[src/rtl/core/tbrl_pkg.sv]
// Shared types and constants of the token bucket limiter.
package tbrl_pkg;

    localparam int unsigned TOK_W  = 32;
    localparam int unsigned TIME_W = 64;
    localparam int unsigned REM_W  = 30;

    typedef logic [TOK_W-1:0]  t_tok;
    typedef logic [TIME_W-1:0] t_time;
    typedef logic [REM_W-1:0]  t_rem;

    // Nanoseconds per second; fits the 30-bit remainder.
    localparam t_rem NS_PER_SEC = 30'd1000000000;

    localparam t_tok RATE_RESET  = 32'd1000000;
    localparam t_tok BURST_RESET = 32'd64;

    // Configuration register indexes.
    localparam logic [0:0] REG_RATE  = 1'b0;
    localparam logic [0:0] REG_BURST = 1'b1;

    // Quotient bits per division step, and step count for 32 bits.
    localparam int unsigned DIV_BITS  = 2;
    localparam int unsigned DIV_STEPS = TOK_W / DIV_BITS;
    localparam int unsigned CNT_W     = $clog2(DIV_STEPS);

endpackage

[src/rtl/core/tbrl_mul.sv]
// Registered 32x32 multiplier shared by the refill sequence.
module tbrl_mul
    import tbrl_pkg::*;
(
    input  logic                 i_clk,
    input  t_tok                 i_a,
    input  t_tok                 i_b,
    output logic [2*TOK_W-1:0]   o_p
);

    logic [2*TOK_W-1:0] r_p;

    always_ff @(posedge i_clk) begin
        r_p <= i_a * i_b;
    end

    assign o_p = r_p;

endmodule

[src/rtl/core/tbrl_div_step.sv]
// Two restoring division steps by one second in nanoseconds.
module tbrl_div_step
    import tbrl_pkg::*;
(
    input  t_rem                 i_rem,
    input  logic [DIV_BITS-1:0]  i_bits,
    output t_rem                 o_rem,
    output logic [DIV_BITS-1:0]  o_q
);

    logic [REM_W:0] s1_trial;
    logic [REM_W:0] s2_trial;
    t_rem           s1_rem;

    always_comb begin
        s1_trial = {i_rem, i_bits[1]};
        o_q[1]   = (s1_trial >= {1'b0, NS_PER_SEC});
        s1_rem   = o_q[1] ? REM_W'(s1_trial - {1'b0, NS_PER_SEC}) : s1_trial[REM_W-1:0];
        s2_trial = {s1_rem, i_bits[0]};
        o_q[0]   = (s2_trial >= {1'b0, NS_PER_SEC});
        o_rem    = o_q[0] ? REM_W'(s2_trial - {1'b0, NS_PER_SEC}) : s2_trial[REM_W-1:0];
    end

endmodule

[src/rtl/core/token_bucket_rate_limiter.sv]
// Token bucket rate limiter: top level with refill sequencer and token state.
//
//   channel | direction | handshake                | payload
//   --------+-----------+--------------------------+--------------------------------
//   in      | input     | i_in_valid / o_in_ready  | i_kind, i_now_ns, i_request_count
//   out     | output    | o_out_valid / i_out_ready| o_granted, o_tokens_left
//   cfg     | input     | i_cfg_we                 | i_cfg_index, i_cfg_data
//
// A consume word that refills goes from accept to result through prepare,
// two passes through the shared 32x32 multiplier, a combine, 16 passes through
// the two-bit division step, then refill, grant and result. A saturated refill
// skips the division, no refill skips the multiplier too, a restart goes to result.
// One word is in flight at a time; o_in_ready is high only while idle.
// A finished result waits in the output register; the next word may be
// accepted meanwhile, and its result waits for the register to drain.
// Reset is synchronous active low and restores the configuration defaults,
// a full bucket of 64 tokens and a last refill time of zero.
module token_bucket_rate_limiter
    import tbrl_pkg::*;
(
    input  logic        i_clk,
    input  logic        i_rst_n,
    // request channel
    input  logic        i_in_valid,
    output logic        o_in_ready,
    input  logic        i_kind,
    input  t_time       i_now_ns,
    input  t_tok        i_request_count,
    // result channel
    output logic        o_out_valid,
    input  logic        i_out_ready,
    output t_tok        o_granted,
    output t_tok        o_tokens_left,
    // configuration writes
    input  logic        i_cfg_we,
    input  logic [0:0]  i_cfg_index,
    input  t_tok        i_cfg_data
);

    typedef enum logic [3:0] {
        S_IDLE,
        S_PREP,
        S_MLO,
        S_MHI,
        S_SUM,
        S_DIV,
        S_UPD,
        S_GRANT,
        S_DONE
    } t_state;

    t_state              r_state;
    logic                r_kind;
    t_time               r_now;
    t_tok                r_req;
    t_tok                r_tok;
    t_time               r_last;
    t_tok                r_rate;
    t_tok                r_burst;
    t_time               r_elapsed;
    logic                r_refill;
    logic [2*TOK_W-1:0]  r_plo;
    t_rem                r_rem;
    t_tok                r_q;
    logic [CNT_W-1:0]    r_cnt;
    logic                r_sat;
    t_tok                r_grant;
    logic                r_out_valid;
    t_tok                r_out_granted;
    t_tok                r_out_left;

    logic                accept;
    t_tok                tok_clamp;
    logic                advanced;
    t_tok                mul_a;
    logic [2*TOK_W-1:0]  mul_p;
    t_time               upper;
    logic                upper_sat;
    t_rem                step_rem;
    logic [DIV_BITS-1:0] step_q;
    t_tok                add_amt;
    logic [TOK_W:0]      refill_sum;
    t_tok                grant;

    assign o_in_ready = (r_state == S_IDLE);
    assign accept     = i_in_valid & o_in_ready;

    // Clamp the stored count to the burst before anything else.
    assign tok_clamp  = (r_tok > r_burst) ? r_burst : r_tok;
    assign advanced   = (r_now > r_last);

    // Low half of the elapsed time first, then the high half.
    assign mul_a = (r_state == S_MLO) ? r_elapsed[TOK_W-1:0] : r_elapsed[TIME_W-1:TOK_W];

    tbrl_mul u_mul (
        .i_clk (i_clk),
        .i_a   (mul_a),
        .i_b   (r_rate),
        .o_p   (mul_p)
    );

    // Bits 95:32 of the product; quotient overflows 32 bits once this
    // reaches one second.
    assign upper     = mul_p + {{TOK_W{1'b0}}, r_plo[2*TOK_W-1:TOK_W]};
    assign upper_sat = (upper >= {{(TIME_W-REM_W){1'b0}}, NS_PER_SEC});

    // Dividend bits leave r_q at the top while quotient bits enter below.
    tbrl_div_step u_div_step (
        .i_rem  (r_rem),
        .i_bits (r_q[TOK_W-1:TOK_W-DIV_BITS]),
        .o_rem  (step_rem),
        .o_q    (step_q)
    );

    assign add_amt    = r_sat ? '1 : r_q;
    assign refill_sum = {1'b0, r_tok} + {1'b0, add_amt};
    assign grant      = (r_req < r_tok) ? r_req : r_tok;

    always_ff @(posedge i_clk) begin
        if (!i_rst_n) begin
            r_state     <= S_IDLE;
            r_tok       <= BURST_RESET;
            r_last      <= '0;
            r_rate      <= RATE_RESET;
            r_burst     <= BURST_RESET;
            r_out_valid <= 1'b0;
        end else begin
            if (i_cfg_we) begin
                unique case (i_cfg_index)
                    REG_RATE:  r_rate  <= i_cfg_data;
                    REG_BURST: r_burst <= i_cfg_data;
                endcase
            end

            // Load a finished result when the output register is free or drains
            // this cycle; otherwise drop the result once taken.
            if ((r_state == S_DONE) && (!r_out_valid || i_out_ready)) begin
                r_out_valid <= 1'b1;
            end else if (r_out_valid && i_out_ready) begin
                r_out_valid <= 1'b0;
            end

            unique case (r_state)
                S_IDLE: begin
                    if (accept) begin
                        r_kind <= i_kind;
                        r_now  <= i_now_ns;
                        r_req  <= i_request_count;
                        if (i_kind) begin
                            // Restart: fill up and take the timestamp.
                            r_tok   <= r_burst;
                            r_last  <= i_now_ns;
                            r_grant <= '0;
                            r_state <= S_DONE;
                        end else begin
                            r_tok   <= tok_clamp;
                            r_state <= S_PREP;
                        end
                    end
                end
                S_PREP: begin
                    r_elapsed <= r_now - r_last;
                    r_refill  <= advanced && (r_rate != '0);
                    if (advanced && (r_rate == '0)) begin
                        r_last <= r_now;
                    end
                    r_state <= (advanced && (r_rate != '0)) ? S_MLO : S_UPD;
                end
                S_MLO: begin
                    r_state <= S_MHI;
                end
                S_MHI: begin
                    // Hold the low partial product.
                    r_plo   <= mul_p;
                    r_state <= S_SUM;
                end
                S_SUM: begin
                    r_sat   <= upper_sat;
                    r_rem   <= upper[REM_W-1:0];
                    r_q     <= r_plo[TOK_W-1:0];
                    r_cnt   <= '0;
                    r_state <= upper_sat ? S_UPD : S_DIV;
                end
                S_DIV: begin
                    r_rem <= step_rem;
                    r_q   <= {r_q[TOK_W-DIV_BITS-1:0], step_q};
                    r_cnt <= r_cnt + 1'b1;
                    if (r_cnt == CNT_W'(DIV_STEPS - 1)) begin
                        r_state <= S_UPD;
                    end
                end
                S_UPD: begin
                    // Keep the refill time when nothing was added so fractions build up.
                    if (r_refill && (add_amt != '0)) begin
                        r_tok  <= (refill_sum > {1'b0, r_burst}) ? r_burst
                                                                 : refill_sum[TOK_W-1:0];
                        r_last <= r_now;
                    end
                    r_state <= S_GRANT;
                end
                S_GRANT: begin
                    r_grant <= grant;
                    r_tok   <= r_tok - grant;
                    r_state <= S_DONE;
                end
                S_DONE: begin
                    if (!r_out_valid || i_out_ready) begin
                        r_out_granted <= r_kind ? '0 : r_grant;
                        r_out_left    <= r_tok;
                        r_state       <= S_IDLE;
                    end
                end
                default: begin
                    r_state <= S_IDLE;
                end
            endcase
        end
    end

    assign o_out_valid   = r_out_valid;
    assign o_granted     = r_out_granted;
    assign o_tokens_left = r_out_left;

endmodule

[config.mk]
export PLATFORM = sky130hd
export DESIGN_NAME = token_bucket_rate_limiter
export DESIGN_NICKNAME = d
export VERILOG_FILES = /design/src/rtl/core/tbrl_pkg.sv /design/src/rtl/core/tbrl_mul.sv /design/src/rtl/core/tbrl_div_step.sv /design/src/rtl/core/token_bucket_rate_limiter.sv
export SDC_FILE = /design/constraint.sdc
export NUM_CORES = 2
export LEC_CHECK = 0
export BUFFER_PORTS_ARGS = -buffer_cell sky130_fd_sc_hd__buf_2
export CAP_MARGIN = 0
export CORE_ASPECT_RATIO = 1.75
export CORE_MARGIN = 5
export CORE_UTILIZATION = 55
export CTS_BUF_LIST = sky130_fd_sc_hd__clkbuf_8
export DETAILED_ROUTE_END_ITERATION = 12
export PLACE_DENSITY = 0.7
export SYNTH_ARGS = -nofsm -noshare
export SYNTH_HDL_FRONTEND = slang
export SYNTH_SLANG_ARGS = --single-unit
[constraint.sdc]
create_clock -name i_clk -period 13.9 [get_ports i_clk]
set_clock_uncertainty 0.1 [all_clocks]
set_input_delay 0.695 -clock i_clk [delete_from_list [all_inputs] [get_ports i_clk]]
set_output_delay 0.695 -clock i_clk [all_outputs]
set_load 0.01 [all_outputs]
# After elaboration in Yosys (flattened, before gate mapping)
# Index checks and enable logic that the tools add are counted.
# totals
in_bits	135
register_bits	618
out_inout_bits	66
# op_classes
muxes	31
n_eq_ne	16
reduce_logical	28
n_addsub	7
bitwise	2
n_mul	1
n_lt_le_gt_ge	7
# ops
operator	count
$mux 32	10
$mux 64	4
$pmux 64 s3	1
$pmux 32 s2	2
$pmux 32 s3	1
$add 64x32->64	1
$ge 64x30->1 const B	1
$gt 64x64->1	1
$mul 32x32->64	1
$reduce_bool 32->1	2
$sub 64x64->64	1
$ge 31x30->1 const B	2
$mux 30	2
$pmux 30 s2	1
$sub 30x30->30 const B	2
$pmux 4 s9	1
$add 32x32->33	1
$gt 33x32->1	1
$gt 32x32->1	1
$logic_not 32->1	1
$lt 32x32->1	1
$sub 32x32->32	1
$eq 4x3->1 const B	4
$mux 4	4
23 further kinds	45

# Depth between registers and ports, before layout
# logic_depth
word_depth	6
mapped_depth	35
mapped_depth_nobuf	32

# Cells and area by module
# Synthesis repeated with hierarchy kept, for this count alone.
# hier_totals
cells_unflattened	7467
hier_area_um2	70013.4
# by_module_without_submodules
module	cells_per_inst	n_inst	area_each_um2	seq_area_each_um2
tbrl_mul	3810	1	34717.0	1281.2
token_bucket_rate_limiter	3385	1	33512.1	14984.4
tbrl_div_step	272	1	1784.2	0.0

# Worst setup path before layout
# OpenSTA, ideal clock, no wires.
# synth_path
path_type	reg-to-reg
startpoint	reg r_state[0]
endpoint	reg u_mul.r_p[43] (netlist: u_mul.o_p[43])
arrival_time_ns	8.808
path_stages_with_launch	34
setup_slack_ns	4.873
n_path_buf	3
synth_period_minus_slack_ns	9.027
cell_sequence	dfxtp_1 -> clkbuf_1 -> nor4b_1 -> clkbuf_1 -> mux2_2 -> clkbuf_1 -> and2_1 -> fa_1 -> inv_1 -> fa_1 -> fa_1 -> fa_1 -> inv_1 -> fa_1 -> inv_1 -> fa_1 -> inv_1 -> fa_1 -> inv_1 -> fa_1 -> inv_1 -> ha_1 -> nand3_1 -> nor2_1 -> nand2_1 -> nor4bb_1 -> o21ai_0 -> nand2_1 -> a21boi_0 -> o41ai_1 -> a41oi_1 -> o31ai_1 -> a21oi_1 -> xnor2_1
# synth_between
elab_chain_cells	3
# synth_lines
item	line_no	rtl
start, declared	token_bucket_rate_limiter.sv:52	t_state r_state;
start signal, assigned	token_bucket_rate_limiter.sv:167	r_state <= (advanced && (r_rate != '0)) ? S_MLO : S_UPD;
start signal, assigned	token_bucket_rate_limiter.sv:182	r_state <= upper_sat ? S_UPD : S_DIV;
$eq 4x2->1	token_bucket_rate_limiter.sv:93	assign mul_a = (r_state == S_MLO) ? r_elapsed[TOK_W-1:0] : r_elapsed[TIME_W-1:TOK_W];
$mux 32	token_bucket_rate_limiter.sv:93	
$mul 32x32->64	tbrl_mul.sv:14	r_p <= i_a * i_b;
end signal, assigned	tbrl_mul.sv:14	
end, declared	tbrl_mul.sv:11	logic [2*TOK_W-1:0] r_p;
# No other way between the ends.
# A chain may end at the register's enable or synchronous reset.

# Final worst setup path
# layout_path
startpoint	reg r_state[1]
endpoint	reg u_mul.r_p[59] (netlist: u_mul.o_p[59])
# Same word-level chain as after synthesis.

==> impl_metrics.py <==
metrics = {
    "synthesis": {
        "synth_cells": 7238,
        "synthMostInstantiatedCell": "inv_1",
        "synth_seq_cells": 618,
        "synthFlopType": "edfxtp_1",
        "synth_edf_count": 389,
        "yosys_warnings": 0,
        "ys_top_cells_by_count": "inv_1, fa_1, nand2_1",
        "ys_seq_area_share_pct": 23.7,
        "async_reset_ff_share_pct": 0,
        "synth_top_area_share_pct": 26.3,
        "synth_area_mm2": 0.0686,
        "synth_area_leaders": "fa_1, edfxtp_1, ha_1",
        "avgSynthCellArea_um2": 9.48,
        "synth_top_area_cell": "fa_1",
        "ys_types": 83,
        "syn-num-nets": 8793,
    },
    "final_layout": {
        "multiInputGateArea_mm2": 0.0470,
        "utilization_pct": 59.6,
        "syn2layout_area_growth_pct": 7.82,
        "fillers": 10700,
        "fin_nets": 8904,
        "seqCellArea_mm2": 0.0163,
        "layout-drive-gt1-share_pct": 7.41,
    },
    "route": {
        "drtIter0Drc": 3831,
        "viasPerCell": 5.90,
        "routed_wl_um": 212000,
        "drc": 0,
        "postRouteAntennaNets": 0,
        "dr.pass1.iters": 6,
        "vias": 53600,
        "wl_per_cell_um": 23.4,
    },
    "worst_hold_path": {
        "min_from": "i_cfg_data[5]",
        "hold_end": "r_burst[5]$_SDFFE_PN0P_",
        "hold-path-cell-count": 3,
        "hp-class": "input pin to flop",
    },
    "floorplan": {
        "die_w_um": 277,
        "rows": 171,
        "io_pins": 201,
        "dieArea_mm2": 0.132,
        "initial_utilization_pct": 55.3,
        "core_area_mm2": 0.124,
        "die_y_um": 477,
    },
    "run": {
        "cap_violations": 0,
    },
    "placed_design": {
        "portBuffers": 200,
        "place.gp.congestion": 0.986,
        "dp_hpwl_um": 163000,
        "pre_cts_ws_ns": 3.54,
    },
    "clock_network": {
        "cts_root_buf": "clkbuf_8",
        "cts_buffer_depth": 3,
        "clk_pin_slew_ns": 0.07,
        "insertion_delay_ns": 0.82,
        "h-tree-depth": 3,
        "cts.sinks": 618,
        "cts_tree": "built",
        "numCtsBuffers": 96,
        "post_cts_buffers": 0,
    },
    "worst_setup_path": {
        "max_stage_delay_ns": 0.71,
        "startpoint_type": "flop",
        "critPathMaxFanout": 32,
        "reg2reg_setup_slack_ns": 3.38,
        "slowest_stage": "o22ai_1",
        "r2r_end": "u_mul.o_p[59]$_DFF_P_",
        "cp_common_cell": "fa_1",
        "end_kind": "flop",
        "crit_type": "flop to flop",
        "r2r_cells": 31,
        "cp.required_ns": 14.43,
        "arrival_ns": 11.05,
        "worstReg2RegStart": "r_state[1]$_SDFFE_PN0P_",
    },
    "sta": {
        "final-setup-viol-count": 0,
        "hold_viol": 0,
        "period_share_pct": 75.7,
        "tns_ns": 0,
        "worst_pin_slew_ns": 1.13,
        "fmax_mhz": 95.1,
        "layout_setup_ws_ns": 3.38,
        "slew_viol_final": 0,
        "maxSlewHeadroom_pct": 23.6,
        "finalCriticalPeriod_ns": 10.52,
        "grt_setup_unrepaired": "false",
    },
    "global_route": {
        "first_global_vias": 57300,
        "overflow": 0,
        "grt_first_pass_wirelength_um": 324000,
        "antenna_found_initial": 6,
        "grt_usage_pct": 31.6,
        "grt_max_degree": 81,
    },
    "outcome": {
        "status": "finished clean",
    },
}
-- flip-flops by register name, indices dropped and copies added, names as in the netlist, 64 cells and up --
name       count
u_mul.o_p     64
r_elapsed     64
r_plo         64
r_now         64
r_last        64
-- cell usage in the layout, fill, tap and decap left out, drive strengths merged, types with 158 or more instances in the layout --
master	netlist	routed
buf	13	269
o21ai	211	211
nand2	843	843
and2	643	643
xnor2	158	158
a21oi	265	265
dfxtp	229	229
a21o	158	158
inv	1089	1131
fa	900	900
ha	520	520
nor2	226	226
edfxtp	389	389
-- worst max-delay path, delay by kind of cell (launching register included) --
family / cells / cell delay (ns)
buf+inv: 7 / 0.75
fa+ha+maj: 9 / 4.33
xor+xnor: 1 / 0.15
compound gates: 7 / 2.43
mux: 1 / 0.67
flops: 1 / 0.62
simple gates: 6 / 1.24
-- worst max path at each step --
stage | startpoint | to | slack (ns)
finish | r_state[1]$_SDFFE_PN0P_ | u_mul.o_p[59]$_DFF_P_ | 3.38
global route | r_state[1]$_SDFFE_PN0P_ | u_mul.o_p[59]$_DFF_P_ | 2.97
CTS | r_state[1]$_SDFFE_PN0P_ | u_mul.o_p[59]$_DFF_P_ | 3.47
detailed placement | r_state[1]$_SDFFE_PN0P_ | u_mul.o_p[59]$_DFF_P_ | 3.54
global placement | r_state[1]$_SDFFE_PN0P_ | u_mul.o_p[59]$_DFF_P_ | 3.63
floorplan | r_state[0]$_SDFFE_PN0P_ | u_mul.o_p[43]$_DFF_P_ | 4.87
-- per-stage QoR --
step	std cells	instance area, um^2	hold WS, ns
final	9078	74000	0.0769
after global routing	9077	74000	0.0462
after CTS	9074	74000	0.00486
after detailed placement	8794	71000	0.334
after global placement	8794	71000	0.335
after floorplan	7238	68600	0.303
-- final cells by class --
class,count,share of cell area (%)
Inverter,1089,5.52
Clock buffer,109,2.03
Multi-Input combinational cell,5175,63.6
Sequential cell,618,22.0
Antenna cell,4,0.0135
Tap cell,1643,2.78
Clock inverter,71,0.660
Timing Repair Buffer,369,3.41
-- what timing repair did --
item / 4_1_cts / 5_1_grt
hold buffers: 100 / 0
endpoints found under the setup margin: 0 / 0
resized for setup: 0 / 0
endpoints found under the hold margin: 102 / 0
-- cells by family after synthesis --
| kind of cell | synth area share (%) |
|---|---|
| XOR/XNOR | 3.09 |
| AO/OA/AOI/OAI | 10.7 |
| AND/OR/NAND/NOR | 16.6 |
| adder cells (fa/ha/maj) | 35.7 |
| multiplexers | 2.19 |
| flip-flops | 23.7 |
| buffers and inverters | 7.93 |
-- metal layers --
layer / GRT usage (%) / share of wire, % / vias to the layer above
met5: 0 / 0 / -
met4: 25.6 / 10 / 0
met3: 4.08 / 5.6 / 903
met2: 57.5 / 52 / 2232
met1: 32.3 / 33 / 26600
li1: - / - / 23800
Power is not shown: default switching activity piles up to over one toggle a cycle in this logic, so the estimate is an artifact.
